`src/stlru_pkg.sv`:
```
// Package for the session table: shared constants, widths and the compare-unit operation enum.
// No dependencies; imported by stlru_cmp and session_table_lru_evict_reap.
`default_nettype none
package stlru_pkg;
    localparam int CAPACITY_DEF  = 64;
    localparam int KEY_BITS_DEF  = 48;
    localparam int STAMP_BITS    = 32;
    localparam int AGE_BITS      = 32;
    localparam int BUDGET_BITS   = 16;
    localparam int CFG_IDX_BITS  = 1;
    localparam int CFG_DATA_BITS = 32;
    localparam int SLOT_OUT_BITS = 6;
    localparam int ACTIVE_BITS   = 7;

    localparam logic [CFG_IDX_BITS-1:0] REG_MAX_AGE     = 1'b0;
    localparam logic [CFG_IDX_BITS-1:0] REG_SCAN_BUDGET = 1'b1;

    localparam logic KIND_GET  = 1'b0;
    localparam logic KIND_REAP = 1'b1;

    // Operation requested of the shared compare unit for one entry.
    typedef enum logic [1:0] {
        CMP_MATCH = 2'd0,
        CMP_OLDEST = 2'd1,
        CMP_AGE = 2'd2
    } t_cmp_op;
endpackage
`default_nettype wire

```
`src/stlru_cmp.sv`:
```
// Shared compare unit: key match, oldest-stamp compare and signed age test.
// Depends on stlru_pkg.
`default_nettype none
module stlru_cmp
    import stlru_pkg::*;
#(
    parameter int KEY_BITS = KEY_BITS_DEF
) (
    input  wire t_cmp_op                 i_op,
    input  wire logic [KEY_BITS-1:0]     i_entry_key,
    input  wire logic [KEY_BITS-1:0]     i_key,
    input  wire logic [STAMP_BITS-1:0]   i_entry_stamp,
    input  wire logic [STAMP_BITS-1:0]   i_ref,
    input  wire logic [AGE_BITS-1:0]     i_max_age,
    output logic                         o_true
);
    logic [STAMP_BITS-1:0] diff;

    always_comb begin
        diff = i_ref - i_entry_stamp;
        unique case (i_op)
            CMP_MATCH:  o_true = (i_entry_key == i_key);
            // Ties go to the later index, so less-or-equal replaces.
            CMP_OLDEST: o_true = (i_entry_stamp <= i_ref);
            // Positive age only, then unsigned compare against the limit.
            CMP_AGE:    o_true = !diff[STAMP_BITS-1] &&
                                 ({1'b0, diff[STAMP_BITS-2:0]} > i_max_age);
            default:    o_true = 1'b0;
        endcase
    end
endmodule
`default_nettype wire

```
`config.mk`:
```
export PLATFORM = sky130hd
export DESIGN_NAME = stlru_cmp
export DESIGN_NICKNAME = d
export VERILOG_FILES = /design/src/stlru_pkg.sv /design/src/stlru_cmp.sv
export SDC_FILE = /design/constraint.sdc
export NUM_CORES = 1
export LEC_CHECK = 0
export BUFFER_PORTS_ARGS = -buffer_cell sky130_fd_sc_hd__buf_2
export CORE_ASPECT_RATIO = 1.4
export CORE_UTILIZATION = 40
export DETAILED_ROUTE_END_ITERATION = 10
export PLACE_DENSITY = 0.69
export SLEW_MARGIN = 20
export SYNTH_ARGS = -nofsm -noshare
export SYNTH_HDL_FRONTEND = slang
export SYNTH_SLANG_ARGS = --single-unit
export TNS_END_PERCENT = 30
```
`constraint.sdc`:
```
create_clock -name vclk -period 5
set_input_delay 0.5 -clock vclk [all_inputs]
set_output_delay 0.5 -clock vclk [all_outputs]
set_load 0.03 [all_outputs]
```
======== Word level (Yosys, flattened, before mapping) ========
Cells that the tools add are included.
W data, S select, Z words.
storage, ports and cells
  flip-flop bits (word level) ............. 0
cells by class
  mux-type cells .......................... 1
  eq/ne operators ......................... 3
  magnitude comparators ................... 2
  add/sub/neg operators ................... 1
  reduce and logical (&&, ||, !) cells .... 3
operators by type and width
  kind                  count
  $eq A48 B48 Y1        1
  $gt A31 B32 Y1        1
  $le A32 B32 Y1        1
  $sub A32 B32 Y32      1
  $pmux W1 S3           1
  $eq A2 B1 Y1 const B  1
  $eq A2 B2 Y1 const B  1
  $logic_not A2 Y1      1
  $logic_and A1 B1 Y1   1
  $logic_not A1 Y1      1

======== Depth between registers and ports, before layout ========
Gate-level depths: netlist of the first run.
  depth in word-level cells ............... 4
  gate-level depth with buffers ........... 19
  gate-level depth less buffers ........... 19

======== Least setup slack after synthesis of the first run ========
No wires, ideal clock.
  kind .................................... in2out
  start point ............................. input i_ref[0]
  end point ............................... output o_true
  path slack .............................. 0.484 ns
  arrival time ............................ 4.016 ns
  cell stages on the path ................. 18
  path buffers ............................ 0
  cell sequence ........................... inv_1 > ha_1 > inv_1 > fa_1 > a21o_1 > a221oi_2 > o211ai_1 > a31oi_2 > o21bai_1 > a21oi_1 > xnor2_1 > ha_1 > nand4_1 > nor4_1 > o21ai_0 > a31oi_1 > o311ai_0 > o211ai_1
on the way
  word-level cells in the longest chain between the ends .. 4
  elaborated cells between the ends (all ways) .. 6
  those cells by class .................... 1 x add/sub; 2 x order compare; 1 x mux; 2 x reduce/logical
ends and longest elaborated chain
  what                                                line                              source
  start: declaration                                  stlru_cmp.sv:13                   input wire logic [STAMP_BITS-1:0] i_ref,
  $sub A32 B32 Y32                                    stlru_cmp.sv:20                   diff = i_ref - i_entry_stamp;
  $gt A31 B32 Y1 or $logic_not A1 Y1 (tied branches)  stlru_cmp.sv:27, stlru_cmp.sv:26
  $logic_and A1 B1 Y1                                 stlru_cmp.sv:26                   CMP_AGE: o_true = !diff[STAMP_BITS-1] &&
  $pmux W1 S3 *                                       stlru_cmp.sv:21                   unique case (i_op)
  end: declaration                                    stlru_cmp.sv:15                   output logic o_true
Every way passes the cells marked *; elsewhere a longest branch is shown, timed or not.

======== Final worst setup path of the first run ========
Ends and elaborated chain as after synthesis.

==> results.cfg, run 1 <==
[timing]
worst_slew_pin_slew_ns = 0.494
slew_headroom_pct = 66.2
max_freq_mhz = 205
hold_violations = 0
period_minus_slack_ns = 4.88
setup_viol = 0
slew_viol_final = 0
period_share_pct = 97.6

[routing]
dr.first_iter.drc_count = 150
dr.pass1.iters = 5
wl_per_cell_um = 14.5
ant_nets = 0
avgViaCountPerCell = 5.46
finalWirelength_um = 11900
dr_total_vias = 4475
drc = 0

[grt]
antenna_found_initial = 0
busiest_layer = met2
use_met2_pct = 47.4
grt_overflow_total = 0
grt_pass1_wl_um = 18500
track_usage_pct = 24.5
grtUsageMet3_pct = 1.35
grt_pass1_vias = 4337
met1_usage_pct = 28.1
grt_start_max_net_pins = 10

[pwr]
power_density_nw_per_um2 = 124
power_mw = 0.597
p_leak_nw = 2.59
peakVddDrop_mv = 0.0564

[finish]
area_delta_synth_final_pct = 34.4
instances_no_fill = 820
nClkBuffers = 0
diodes = 0
fin_area_um2 = 4820
drive_above_1_share_pct = 34.4
nFlopsAndLatches = 0
seq_area_um2 = 0
nNetsFinal = 975

[hold_path]
hold_end = o_true
holdCritStartpoint = i_op[1]
holdPathStages = 5
hp-class = input port to output port

[outcome]
status = completed

[critical_path]
startpoint_type = input port
cp_data_required_time_ns = 4.50
endpoint_kind = output port
path_class = input port to output port
cp.arrival_ns = 4.38
path_max_fanout = 3

[placed_design]
dpl.hpwl_um = 10500
place_area_um2 = 4700
port_buffers = 195
routabilityCongestion = 0.957
dp_cells = 818

[floorplan]
floorplan.initialDensity_pct = 41.5
dieHeight_um = 114
die_w_um = 82.1
rows = 40
dieArea_um2 = 9370
core_area_um2 = 8660
ioPinCount = 195

[run]
drv_cap = 0

[synth]
synth_cells = 523
synth_nets = 781
avgSynthCellArea_um2 = 6.87
yosys.cell_types.count = 75
syn_area_um2 = 3590
yosysSeqAreaShare_pct = 0
yosys_warnings = 0
metal layers:
layer	up-vias	share of wire (%)	routed length [um]
met5	-	0	0
met4	0	2.7	323
met3	27	4.3	511
met2	165	52	6170
met1	2021	41	4880
li1	2262	-	-
through the flow:
stage | TNS (ns) | hold slack (ns) | util [%] | setup slack, ns
2_1_floorplan | 0 | 1.37 | - | 0.484
3_3_place_gp | 0 | 1.59 | 54.3 | 0.116
3_5_place_dp | -0.0398 | 1.61 | 54.3 | -0.0398
4_1_cts | 0 | 1.61 | 54.4 | 0.0187
5_1_grt | -0.00200 | 1.64 | 55.7 | -0.00200
6_report | 0 | 1.63 | 55.7 | 0.122
area by class of cell:
cell class	instances	area, um^2
inverters	92	348
multi-input cells	418	3290
well taps	105	131
repair buffers	205	1060
fillers	890	3830
what timing repair did:
action | in CTS | in global routing
setup endpoints to repair | 1 | 1
resized for setup | 2 | 22
cloned | 0 | 0
hold buffers | 0 | 0
pin swaps | 0 | 19
endpoints found under the hold margin | 0 | 0
buffers inserted | 0 | 2
placed cells by master, fill, tap and decap left out, types with 6 or more instances in the layout:
cell type	n
nand2_1	26
xor2_1	14
nand2b_1	7
a21o_1	12
nor3_1	10
xnor2_1	43
o21ai_0	18
o211ai_1	6
a21oi_1	36
buf_4	11
inv_1	90
nor2_1	33
ha_1	61
nand3_1	14
and3_1	7
nand4_1	16
buf_2	193
worst max path at each step:
stage	startpoint	cells after the start	slack (ns)	end
6_report	i_ref[0]	21	0.12	o_true
4_1_cts	i_ref[0]	21	0.02	o_true
3_5_place_dp	i_ref[0]	21	-0.04	o_true
5_1_grt	i_ref[0]	21	-0.002	o_true
2_1_floorplan	i_ref[0]	18	0.48	o_true
3_3_place_gp	i_ref[0]	21	0.12	o_true
critical path, cell delays in order:
cell,delay (ns)
buf_6,0.10
inv_4,0.05
ha_4,0.13
inv_2,0.04
fa_2,0.35
a21o_1,0.24
a22oi_2,0.18
a311oi_2,0.15
o21bai_2,0.21
a21oi_2,0.10
or2_4,0.28
o211a_4,0.25
ha_4,0.26
nand4_1,0.08
nor4_2,0.27
nand4_1,0.18
a31oi_2,0.23
o311ai_2,0.12
a211o_1,0.29
o211ai_1,0.15
buf_4,0.22
logic make-up after synthesis:
logic type                 after synthesis  synth area share (%)
muxes                                    2                 0.592
AOI/OAI and AO/OA                      149                  30.1
xor gates and xnor gates                57                  13.9
buffers and inverters                  105                  11.1
and+or+nand+nor                        146                  21.7
adders and majority gates               64                  22.5
synthesized netlist by cell type, drive strengths merged, types with 6 or more instances:
cell type	count	share of area (%)
o21bai	6	1.4
a21oi	39	5.5
xor2	14	3.4
nand2b	7	1.2
a21o	12	2.5
o21ai	22	3.2
nand4	16	2.8
inv	92	9.6
xnor2	43	10
nand2	26	2.7
ha	63	22
nor2b	7	1.6
nand3	14	2.0
nor4	7	1.2
clkbuf	8	0.84
o211ai	7	1.6
nor3	10	1.4
a31oi	7	1.4
and3	8	1.5
nor2	33	3.4
where the power goes:
part	leakage, nW	internal (mW)	switching, mW
combinational	2.59	0.282	0.315
sequential	0	0	0
clock	0	0	0
total	2.59	0.282	0.315
No activity file was read; power rests on OpenSTA's default activity.
==> inputs of run 2 (changes only) <==
Settings changed: ABC_AREA from default to 1, CAP_MARGIN from default to 20, PLACE_DENSITY 0.69 to 0.67.
==> run 2 against run 1 <==
  * Synthesized area grew 11%
  * Global-route usage up 0.33 points
  * Highest routed layer unchanged
  * Wire length is 6.3% higher
  * Largest cell class unchanged
  * Die area grew 11%
  * Sequential share of layout area did not move
  * Count of clock-buffer cells in the layout is the same
  * Synthesized cell count increased by 50%
  * Setup slack improved by 0.83 ns
  * Power fell by 6.8%
==> results.cfg, run 2 <==
[finish]
final_core_util_pct = 53.6
nClkBuffers = 0
nNetsFinal = 1239
seq_area_um2 = 0
instances_no_fill = 1111
drive_above_1_share_pct = 22.0
fill_cells = 1123
nFlopsAndLatches = 0
final_common_cell = nand2_1
final_cell_mix = nand2_1, inv_1, buf_2
diodes = 0
multi_input_area_um2 = 3260
area_delta_synth_final_pct = 28.6

[critical_path]
endpoint_kind = output port
path_common_cell = nand2_1
path_class = input port to output port
path_max_fanout = 3
startpoint_type = input port
path_delay_family = simple AND/OR/NAND/NOR gates
cp.depth = 25
cp_slowest_cell = fa_1
cp.arrival_ns = 3.55
cp_num_buf_inv = 7
cp_data_required_time_ns = 4.50
slowest_delay_ns = 0.42

[pwr]
p_leak_nw = 3.40
power_mw = 0.557
power_density_nw_per_um2 = 109
peakVddDrop_mv = 0.0402

[grt]
busiest_layer = met2
grt_pass1_vias = 5048
track_usage_pct = 24.9
grt_pass1_wl_um = 20900
met1_usage_pct = 24.9
grt_start_max_net_pins = 8
use_met2_pct = 53.6
grt_overflow_total = 0
grtUsageMet3_pct = 1.38
antenna_found_initial = 0

[clock_tree]
cts_resized = 0
postCtsHoldBufs = 0
post_cts_buffers = 0

[floorplan]
die_w_um = 86.4
core_area_um2 = 9560
dieArea_um2 = 10400
dieHeight_um = 120
ioPinCount = 195
rows = 42
floorplan.initialDensity_pct = 41.7

[synth]
netlist.area_leader.share_pct = 23.9
avgSynthCellArea_um2 = 5.09
synth_cells = 784
yosysTopAreaCell = nand2_1
yosys.cell_types.count = 29
synth_nets = 1042
yosys.cell_count.top_type = nand2_1
synth_commonest_cells = nand2_1, inv_1, nor2_1, ha_1, a21oi_1
yosys-top-cells-area = nand2_1, ha_1, inv_1
yosys_warnings = 0
yosysSeqAreaShare_pct = 0
syn_area_um2 = 3990

[timing]
period_share_pct = 81.0
slew_viol_final = 0
period_minus_slack_ns = 4.05
max_freq_mhz = 247
rsz0062_at_grt = false
finalSetupTns_ns = 0
slew_headroom_pct = 76.6
holdWs_ns = 1.51
hold_violations = 0
setup_viol = 0
worst_slew_pin_slew_ns = 0.348

[placed_design]
dp_cells = 1111
routabilityCongestion = 0.965
dpl.hpwl_um = 11900
port_buffers = 195

[routing]
dr.first_iter.drc_count = 137
finalWirelength_um = 12600
ant_nets = 0
avgViaCountPerCell = 4.63
dr.pass1.iters = 4
drc = 0
dr_total_vias = 5141
wl_per_cell_um = 11.4

[hold_path]
holdCritStartpoint = i_op[1]
hold_end = o_true
holdPathStages = 6
hp-class = input port to output port

[run]
drv_cap = 0

[outcome]
status = completed
-- run 2: cell types whose count changed after synthesis, moves of 8 or more --
| cell | change |
|---|---|
| inv_1 | +103 |
| clkbuf_1 | -8 |
| nand2_2 | +10 |
| nand3_1 | +10 |
| xnor2_1 | -27 |
| nor2_1 | +54 |
| nand2_1 | +228 |
-- run 2: report_power, final --
group | switching (mW) | internal, mW
Combinational | 0.321 | 0.236
Sequential | 0 | 0
Clock | 0 | 0
Total | 0.321 | 0.236
-- run 2: area by class of cell --
type | instances | share of cell area, %
Inverter | 195 | 14.3
Timing Repair Buffer | 195 | 19.0
Multi-Input combinational cell | 589 | 63.5
Tap cell | 132 | 3.22
-- run 2: per-layer routing --
layer  up-vias  part of all wire [%]
met3        21                   4.5
li1       2775                     -
met2       158                    55
met5         -                     0
met4         0                   2.3
met1      2187                    38
-- run 2: kinds of logic (layout without fill, tap and decap cells) --
kind of cell	count (synthesis)	after routing	share of synthesized area [%]
XOR/XNOR	32	32	7.03
buffers and inverters	195	390	18.4
AO/OA/AOI/OAI	95	95	14.1
AND/OR/NAND/NOR	398	398	40.2
adder cells (fa/ha/maj)	64	64	20.3
-- run 2: worst max path at each step --
| stage | from | end | slack, ns |
|---|---|---|---|
| floorplan | i_ref[0] | o_true | 1.48 |
| global placement | i_ref[0] | o_true | 1.03 |
| detailed placement | i_ref[0] | o_true | 0.94 |
| CTS | i_ref[0] | o_true | 0.94 |
| global route | i_ref[0] | o_true | 0.57 |
| finish | i_ref[0] | o_true | 0.95 |
-- run 2: metrics by stage --
stage / setup slack, ns / cell area, um^2
floorplan: 1.48 / 3990
global placement: 1.03 / 5130
detailed placement: 0.942 / 5130
CTS: 0.945 / 5130
global route: 0.568 / 5130
finish: 0.949 / 5130
-- run 2: tightest hold or removal path: cells and delay by family --
kind	cells	cell delay (ns)
AO/OA/AOI/OAI	1	0.06
AND/OR/NAND/NOR	3	0.16
buffers and inverters	2	0.28
