**config.mk**
```make
export PLATFORM = sky130hd
export DESIGN_NAME = stlru_ram
export DESIGN_NICKNAME = d
export VERILOG_FILES = /design/src/stlru_ram.sv
export SDC_FILE = /design/constraint.sdc
export NUM_CORES = 1
export LEC_CHECK = 0
export BUFFER_PORTS_ARGS = -buffer_cell sky130_fd_sc_hd__buf_4
export CAP_MARGIN = 30
export CORE_ASPECT_RATIO = 1.5
export CORE_UTILIZATION = 30
export CTS_CLUSTER_DIAMETER = 60
export DETAILED_ROUTE_END_ITERATION = 12
export HOLD_SLACK_MARGIN = 0.06
export PLACE_DENSITY = 0.43
export SETUP_SLACK_MARGIN = 0.1
export SYNTH_ARGS = -nofsm -noshare
export SYNTH_HDL_FRONTEND = slang
export SYNTH_SLANG_ARGS = --single-unit
```
**constraint.sdc**
```tcl
create_clock -name i_clk -period 2.5 [get_ports i_clk]
set_input_delay 0.5 -clock i_clk [delete_from_list [all_inputs] [get_ports i_clk]]
set_output_delay 0.5 -clock i_clk [all_outputs]
set_load 0.02 [all_outputs]
```
**src/stlru_ram.sv**
```systemverilog
// Generic simple dual-port RAM (one write port, one read port) with registered read data.
// No dependencies.
`default_nettype none
module stlru_ram #(
    parameter int WIDTH = 8,
    parameter int DEPTH = 16
) (
    input  wire logic                     i_clk,
    input  wire logic                     i_we,
    input  wire logic [$clog2(DEPTH)-1:0] i_waddr,
    input  wire logic [WIDTH-1:0]         i_wdata,
    input  wire logic [$clog2(DEPTH)-1:0] i_raddr,
    output logic      [WIDTH-1:0]         o_rdata
);
    logic [WIDTH-1:0] r_mem [DEPTH];

    always_ff @(posedge i_clk) begin
        if (i_we) begin
            r_mem[i_waddr] <= i_wdata;
        end
        o_rdata <= r_mem[i_raddr];
    end
endmodule
`default_nettype wire

```
# Word-level counts from Yosys, hierarchy flattened
# Memory sizes are Yosys's and may differ from the RTL's. A register that Yosys moved wholly into a read port is not among the register bits.
# Index checks and enable logic that the tools add are counted.
# op_classes
order_cmp	0
n_eq_ne	0
n_div	0
multipliers	0
bitwise	0
shifts	0
n_reduce_logical	0
add_sub_neg	0
n_mux	2
# op_table
cell	n
1-bit 2-to-1 mux	2
# totals
ram_bits	128
latch_bits	0
rom_bits	0
mem_count	1
in_bits	18
register_bits	0
output_inout_bits	8
# mem_list
name	depth	width	rd	rd_ports_with_merged_regs	write_ports	line	text
r_mem	16	8	1	1	1	15	logic [WIDTH-1:0] r_mem [DEPTH];

# Logic depth before layout (Yosys ltp)
# Gate-level depths: netlist (run 1).
# logic_depth
word_depth	2
mapped_depth	5
ltp_nobuf	3

# Worst setup path before layout (run 1)
# Ideal clock, no wire load.
# synth_path
path_type	input -> register
from	input i_waddr[2]
to	memory r_mem[0][0] (enable)
path_stages	2
setup_ns	0.383
arrival_ns	1.610
n_path_buf	0
setup_slack_ns	0.507
required_time_ns	2.117
path_cell_list	or3b_2 -> nor3_1
# synth_rtl
item	line	text
from (decl)	10	input wire logic [$clog2(DEPTH)-1:0] i_waddr,
to (decl)	15	
# Straight into the memory's write port.

==> results.md, run 1 <==
- Routability-driven placement finished with a final weighted congestion of 0.724.
- For the worst setup path, the data arrival time is 1.92 ns.
- 26 I/O pins were placed.
- Yosys mapped the design onto 19 distinct sky130hd cell types.
- The element type at the critical path start is an input pin.
- The violation count after the first detailed-routing iteration is 129.
- After detailed routing, the number of remaining DRC violations is 0.
- Of all nets on the critical path, the largest fanout is 13.
- The per-instance average area after synthesis is 22.5 um2.
- The clock tree synthesis step divided the H-tree into 4 levels.
- The total net switching power is 1110 uW.
- Setup repair after global routing left no endpoint under its margin.
- The floorplan step defined a core boundary enclosing 16800 um2.
- No sink is reached through more buffers than the 2 on the longest clock path.
- The path class of the tightest hold or removal check is in -> reg.
- When the netlist entered floorplanning its net count stood at 247.
- The clock tree skew after final layout is 0.0104 ns.
- The clock drives 136 sinks.
- The tool flagged a number of max-cap violations equal to 0.
- IR analysis of the VDD net gives a maximum drop of 0.394 mV.
- The number of global-route vias before repair is 2617.
- The number of detailed-routing iterations run before antenna repair is 4.
- The required arrival time at the worst endpoint is 2.78 ns.
- Counting I/O delays and the setup requirement, the final critical path takes 1.64 ns.
- The flow ran to the end, and the final reports show no timing, DRC or antenna violations.
- Row generation in the floorplan step produced 58 rows.
- The worst setup path is captured at a flip-flop.
- In the final routed layout, each cell accounts on average for 21.4 um.
- TritonCTS built the clock tree.
- For this configuration, the core starts out at a cell density of 30.7%.
- For the final routed database, the setup TNS stands at 0 ns.
- The via-per-instance ratio is 4.86.
- For this block, the routed nets add up to 10900 um of wire.
- Hold repair after CTS inserted 0 buffers.
- The final number of setup-violating endpoints is 0.
- The class of the most critical setup path is in -> reg.
- The number of slew-limit violations in the final report is 0.
- The layout cell share with drive strength beyond 1 is 32.6%.
- The headroom to the max-slew limit is 53.4%.
- The total CTS buffers is 17.
- The global-route usage over all layers is 13.4%.
- The number of warnings reported in the yosys synthesis log is 0.
- The final hold violation count is 0.
- The count of input and output buffers is 25.
- The share of power burned in registers is 48.0%.
- The internal portion of total power is 4240 uW.
- At the pin with the least slew margin, the transition time is 0.696 ns.
- The share of the Yosys chip area taken by registers is 77.8%.
- The buffer count from post-CTS setup fixing is 0.
- The clock latency of the later-clocked register in the worst-skew pair is 0.41 ns.
- The number of instances in the synthesized netlist is 229.
- The total grt overflow is 0.
- In this run the remaining antenna-violating nets after routing total 0.
- The achievable clock frequency is 609 MHz.
- The cell count after placement is 476.
- The share of power burned in combinational logic is 5.1%.
- The number of antenna cells inserted is 0.
- The synthesized cell area is 5150 um2.
- The half-perimeter wire length after placement is 7300 um.
- The standby leakage power is 0.00212 uW.
- The maximum number of pins on one net before global-route repair is 33.
- The clock transition time at the flip-flop clock pins of the worst setup and hold paths is 0.06 ns.
- At the end of the flow, the number of nets in the layout was 303.
- The die covers 17700 um2.
- Net switching is 20.7% of the power.
- From bottom edge to top edge, the die measures 162 um.
- The proportion of power drawn by the clock network is 46.9%.
- The global-route wire length before repair is 16100 um.
- After layout, the worst path uses 65.7% of the clock period.
- In this run the power density over the cells is 850 nW/um2.
- The finished layout holds 508 standard cells, fillers aside.
- The chip width is 109 um.
- Across all layers, the routed design uses 2470 vias.
- The master cell of the clock root buffer is clkbuf_16.
- In this run, post-CTS repair resized a total of 0 instances.
- The initial antenna violation count is 0.
- The flip-flop and latch count after synthesis is 136.
- Compared with the post-synthesis result, the final layout area differs by 22.2%.
-- cell type report --
type | count | area, um2
repair buffers | 47 | 365
well taps | 210 | 263
clock buffers | 17 | 425
flip-flops and latches | 136 | 4000
multi-input cells | 83 | 1060
fillers | 1531 | 10500
clock inverters | 15 | 175
-- registers in the layout, indices dropped and copies added (netlist names) --
name,flops
r_mem,128
o_rdata,8
-- power groups by stage --
stage          logic (uW)  registers (uW)  clock network, uW
2_1_floorplan         129            2630                  0
3_3_place_gp          277            2610                  0
3_5_place_dp          279            2610                  0
4_1_cts               280            2570               2550
5_1_grt               294            2570               2650
6_report              272            2560               2510
-- placed cells by master (no fill, tap or decap), types with 2 or more instances in the layout --
master	synthesis	routed
inv_6	0	3
clkbuf_16	0	17
a22oi_1	16	16
mux4_1	14	14
buf_4	1	46
clkinvlp_4	0	3
clkinv_2	0	3
bufinv_16	0	3
dfxtp_1	8	8
nand3b_1	2	2
nand2b_1	2	2
edfxtp_1	128	128
nor2_1	13	13
clkinv_4	0	2
nand2_1	9	9
nor3_1	4	4
mux4_2	18	18
-- critical path, cell delays in order --
cell	delay, ns
buf_4	0.27
buf_4	0.25
mux4_1	0.58
a22oi_1	0.21
nand2_1	0.11
-- path summary, 6_finish.rpt --
| check | start | endpoint | slack (ns) | cells after the start |
|---|---|---|---|---|
| min | i_wdata[6] | r_mem[4][6] | 0.40 | 1 |
| max | i_raddr[0] | o_rdata[1] | 0.86 | 5 |
| min reg2reg | r_mem[4][0] | o_rdata[0] | 0.67 | 3 |
| max reg2reg | r_mem[1][3] | o_rdata[3] | 1.05 | 3 |
-- cell usage after synthesis --
library cell	count	area, um2
buf_4	1	7.51
and2b_1	1	7.51
nand3_1	1	5.00
buf_2	3	15.0
nor2_1	13	48.8
mux4_2	18	405
clkdlybuf4s25_2	3	30.0
edfxtp_1	128	3840
nand3b_1	2	15.0
nand2_1	9	33.8
dfxtp_1	8	160
buf_6	3	33.8
nor2b_1	1	6.26
or3b_2	1	8.76
nor3_1	4	20.0
mux4_1	14	368
and2_1	1	6.26
a22oi_1	16	120
nand2b_1	2	12.5
-- routing by layer --
metal / GRT usage, % / share of wire, %
met5: 0 / 0
met4: 6.08 / 1.7
met3: 3.08 / 3.0
met2: 23.4 / 55
met1: 15.3 / 41
-- cell families after synthesis --
group                  synth area share [%]
multiplexers                           15.0
AND/OR/NAND/NOR                        3.18
AO/OA/AOI/OAI                          2.33
buffers and inverters                  1.68
flip-flops                             77.8
-- metrics by stage --
stage | util [%] | worst slack, ns | instance area [um2] | total power [uW] | hold WS, ns
final | 37.5 | 0.858 | 6290 | 5350 | 0.402
after global routing | 37.5 | 0.810 | 6290 | 5520 | 0.411
after CTS | 37.5 | 0.842 | 6290 | 5400 | 0.396
after detailed placement | 33.9 | 0.437 | 5690 | 2890 | 0.657
after global placement | 33.9 | 0.460 | 5690 | 2890 | 0.650
after floorplan | - | 0.507 | 5150 | 2760 | 0.599
Note: power is estimated with default switching activity, not from simulation.
==> run 2: changes to the inputs <==
--- a/config.mk
+++ b/config.mk
@@ -5,6 +5,7 @@
 export SDC_FILE = /design/constraint.sdc
 export NUM_CORES = 1
 export LEC_CHECK = 0
+export ABC_AREA = 1
 export BUFFER_PORTS_ARGS = -buffer_cell sky130_fd_sc_hd__buf_4
 export CAP_MARGIN = 30
 export CORE_ASPECT_RATIO = 1.5
==> constraint.sdc (replaced) <==
create_clock -name i_clk -period 1.7 [get_ports i_clk]
set_input_delay 0.34 -clock i_clk [delete_from_list [all_inputs] [get_ports i_clk]]
set_output_delay 0.34 -clock i_clk [all_outputs]
set_load 0.02 [all_outputs]
==> run 2 against run 1 <==
Clock power is 57% higher; sequential power is 47% higher; clock skew is 0.00050 ns higher; synthesized area is 12% higher; sequential share of layout area is 6.5 points lower; total power is 54% higher; combinational power is 99% higher; worst hold slack worse by 0.13 ns; critical endpoint is now o_rdata[7]; largest power group is now clock.
==> results.md, run 2 <==
- In this run, CTS created clock tree buffers numbering 17.
- After synthesis, the mean cell area works out to 10.5 um2.
- The number of setup buffers added after CTS is 0.
- The achievable clock frequency is 802 MHz.
- Net switching is 21.1% of the power.
- In this run the tool buffered the top-level ports with 25 buffer cells.
- The overall routed net length is 14600 um.
- The detailed router placed 3783 vias in this run.
- Entering global routing, the biggest net connects 65 pins.
- Walking the worst path, the cells encountered are buf_4.
- After synthesis, flip-flops and latches occupy 69.4% of the total area.
- The final hold violation count is 0.
- The clock transition time at the flip-flop clock pins of the worst setup and hold paths is 0.06 ns.
- The primary flip-flop cell chosen by synthesis mapping is edfxtp_1.
- The later pin in the worst-skew pair is clocked with a latency of 0.40 ns.
- The commonest cells after synthesis are nand2_1 (173), edfxtp_1 (128), inv_1 (100).
- The share of async-settable or async-resettable flops after synthesis is 0%.
- The number of sinks handled by clock tree synthesis is 136.
- The delay of the slowest critical-path stage is 0.35 ns.
- At the pin with the least slew margin, the transition time is 0.319 ns.
- The CTS tree is yes.
- The global-route usage over all layers is 16.1%.
- The area of the die is 19800 um2.
- The via-per-instance ratio is 4.38.
- For this design the static power due to leakage is 0.00301 uW.
- The number of nets still failing antenna checks after routing is 0.
- The effective utilization at floorplan is 30.8%.
- Combinational logic is responsible for 6.5% of the overall power.
- The library cells used most frequently in the layout, excluding fill and tap cells, are nand2_1 (173), edfxtp_1 (128), inv_1 (100), nand3_1 (97), buf_4 (50).
- The number of slew-limit violations in the final report is 0.
- The number of warnings reported in the yosys synthesis log is 0.
- After legalization and detailed placement, the total HPWL measured 9460 um.
- Max-cap violations in this run came to 0.
- The count of pins on the block boundary is 26.
- The fraction of post-synthesis cell area in the top cell type by area is 66.7%.
- IR analysis of the VDD net gives a maximum drop of 0.618 mV.
- Summed over all layers, the global routing overflow is 0.
- The proportion of power drawn by the clock network is 47.7%.
- Among all cell types in the netlist, the one instantiated most often is nand2_1.
- The initial antenna violation count is 0.
- Setup repair after global routing left no endpoint under its margin.
- The clock tree skew after final layout is 0.0109 ns.
- The DRC violations left is 0.
- The dominant delay contributor by cell family on the critical path is flip-flops.
- The die span in y is 172 um.
- Setup violations remaining at the end of the flow were counted as 0.
- The final-layout setup total negative slack is 0 ns.
- The headroom to the max-slew limit is 78.7%.
- Counting the fill cells in the layout gives 1858.
- The netlist uses 12 different library cells.
- The type of element capturing the critical path is an output port.
- The row count is 61.
- The worst slack at placement is 0.174 ns.
- The share of power burned in registers is 45.8%.
- The number of flip-flops under the largest register name is 128.
- The number of global-route vias before repair was 3866.
- In the final layout, flip-flops and latches occupy 4000 um2.
- The tree is rooted in a clkbuf_16.
- 0 antenna diodes ended up in the layout.
- The cts-stage hold buffer count is 0.
- No sink is reached through more buffers than the 2 on the longest clock path.
- The number of nets in the final layout is 618.
- The total buffers and inverters traversed by the critical path is 1.
- Post-CTS repair changed the size of 0 cells.
- The multi-input combinational cells in the finished layout cover a total of 1210 um2.
- The post-synthesis to final-layout area growth is 21.4%.
- The element type at the critical path start is a flip-flop.
- The largest registers in the layout are r_mem: 128 flops, o_rdata: 8 flops.
- The number of instances in the synthesized netlist is 551.
- After floorplanning, the core was sized to cover 18700 um2.
- The run finished with clean final reports.
- The part of the cycle the worst path needs is 73.4%.
- Leaving out filler cells and counting taps, the final layout contains 863.
- In this run the worst hold path is classified as in -> reg.
- Synthesis inferred 136 register bits.
- The setup path with the least slack is of type reg -> out.
- Counting every net in the synthesized netlist gives 569.
- Dividing the detail-routed wire length by the instance count gives 16.9 um.
- The H-tree was split into 4 levels.
- The cell area that synthesis handed to floorplanning was 5770 um2.
- The violation count after the first detailed-routing iteration is 219.
- Along the worst path, the maximum fanout reaches 1.
- At the end of routability-driven placement, the weighted congestion stood at 0.771.
- Counting tap cells, the placed design contains a total of 833 instances.
- The global-route wire length before repair is 22400 um.
- Leaving out fill and tap cells, the most frequent cell in the layout is nand2_1.
- r_mem holds more flip-flops than any other register.
- Sorting the synthesized cells by area gives the leading types as edfxtp_1 (67%), nand2_1 (11%), nand3_1 (8.4%).
- edfxtp_1 takes more of the synthesized area than any other cell.
- For the worst setup path, the data required time is 1.36 ns.
- The chip width is 115 um.
- In the post-route analysis, the smallest setup slack over all paths is 0.453 ns.
- The power per cell area is 1180 nW/um2.
- The internal portion of total power is 6510 uW.
- The critical path arrival is 0.91 ns.
- The cell with the largest stage delay on the worst path is dfxtp_1.
- The analysis attributes to net switching a power of 1740 uW.
- The layout cell share with drive strength beyond 1 is 13.7%.
- The minimum clock period after layout is 1.25 ns.
- The number of flops mapped to enable cells by yosys is 128.
- The number of detailed-routing iterations run before antenna repair is 5.
==> run 2: cell types whose count changed after synthesis, moves of 3 or more <==
cell / before / now
buf_4: 1 / 4
mux4_2: 18 / 0
clkdlybuf4s25_2: 3 / 0
buf_6: 3 / 6
nand3_1: 1 / 97
nand2_1: 9 / 173
mux4_1: 14 / 0
nor2_1: 13 / 17
buf_2: 3 / 13
nor3_1: 4 / 0
inv_1: 0 / 100
a22oi_1: 16 / 0
==> run 2: power by group through the flow <==
stage	combinational [uW]	sequential [uW]	clock, uW
floorplan	264	3860	0
global placement	548	3850	0
detailed placement	552	3850	0
CTS	553	3780	4010
global route	599	3780	4130
finish	540	3770	3930
==> run 2: tightest hold or removal path: stages <==
cell and delay [ns]:
buf_4 0.15, nand3_1 0.09, nand2_1 0.06
==> run 2: stage by stage <==
stage          hold slack, ns  area [um2]  total power (uW)  util [%]
5_1_grt                 0.285        7000              8510      37.4
6_report                0.270        7000              8250      37.4
3_3_place_gp            0.662        6370              4400      34.1
2_1_floorplan           0.439        5770              4130         -
4_1_cts                 0.259        7000              8340      37.4
3_5_place_dp            0.680        6370              4400      34.1
==> run 2: final timing paths <==
kind | endpoint | depth (start not counted) | startpoint | slack [ns]
max | o_rdata[7] | 1 | o_rdata[7] | 0.45
min | o_rdata[5] | 3 | i_raddr[3] | 0.27
max reg2reg | o_rdata[5] | 6 | r_mem[7][5] | 0.65
min reg2reg | o_rdata[3] | 6 | r_mem[10][3] | 0.69
==> run 2: routing by layer <==
metal	track usage (%)	vias up	routed length [um]
met4	7.40	0	322
met2	29.5	81	7840
li1	-	1867	-
met3	2.36	15	479
met5	0	-	0
met1	18.2	1820	5910
==> run 2: final cells by class <==
class	instances	area share, %
inverters	102	5.47
repair buffers	54	6.51
multi-input cells	289	17.3
clock buffers	17	6.08
flip-flops and latches	136	57.2
clock inverters	13	2.91
well taps	252	4.50
==> run 2: cells by family after synthesis <==
group	synth area share (%)
AND/OR/NAND/NOR	21.0
flip-flops	69.4
buffers and inverters	9.52
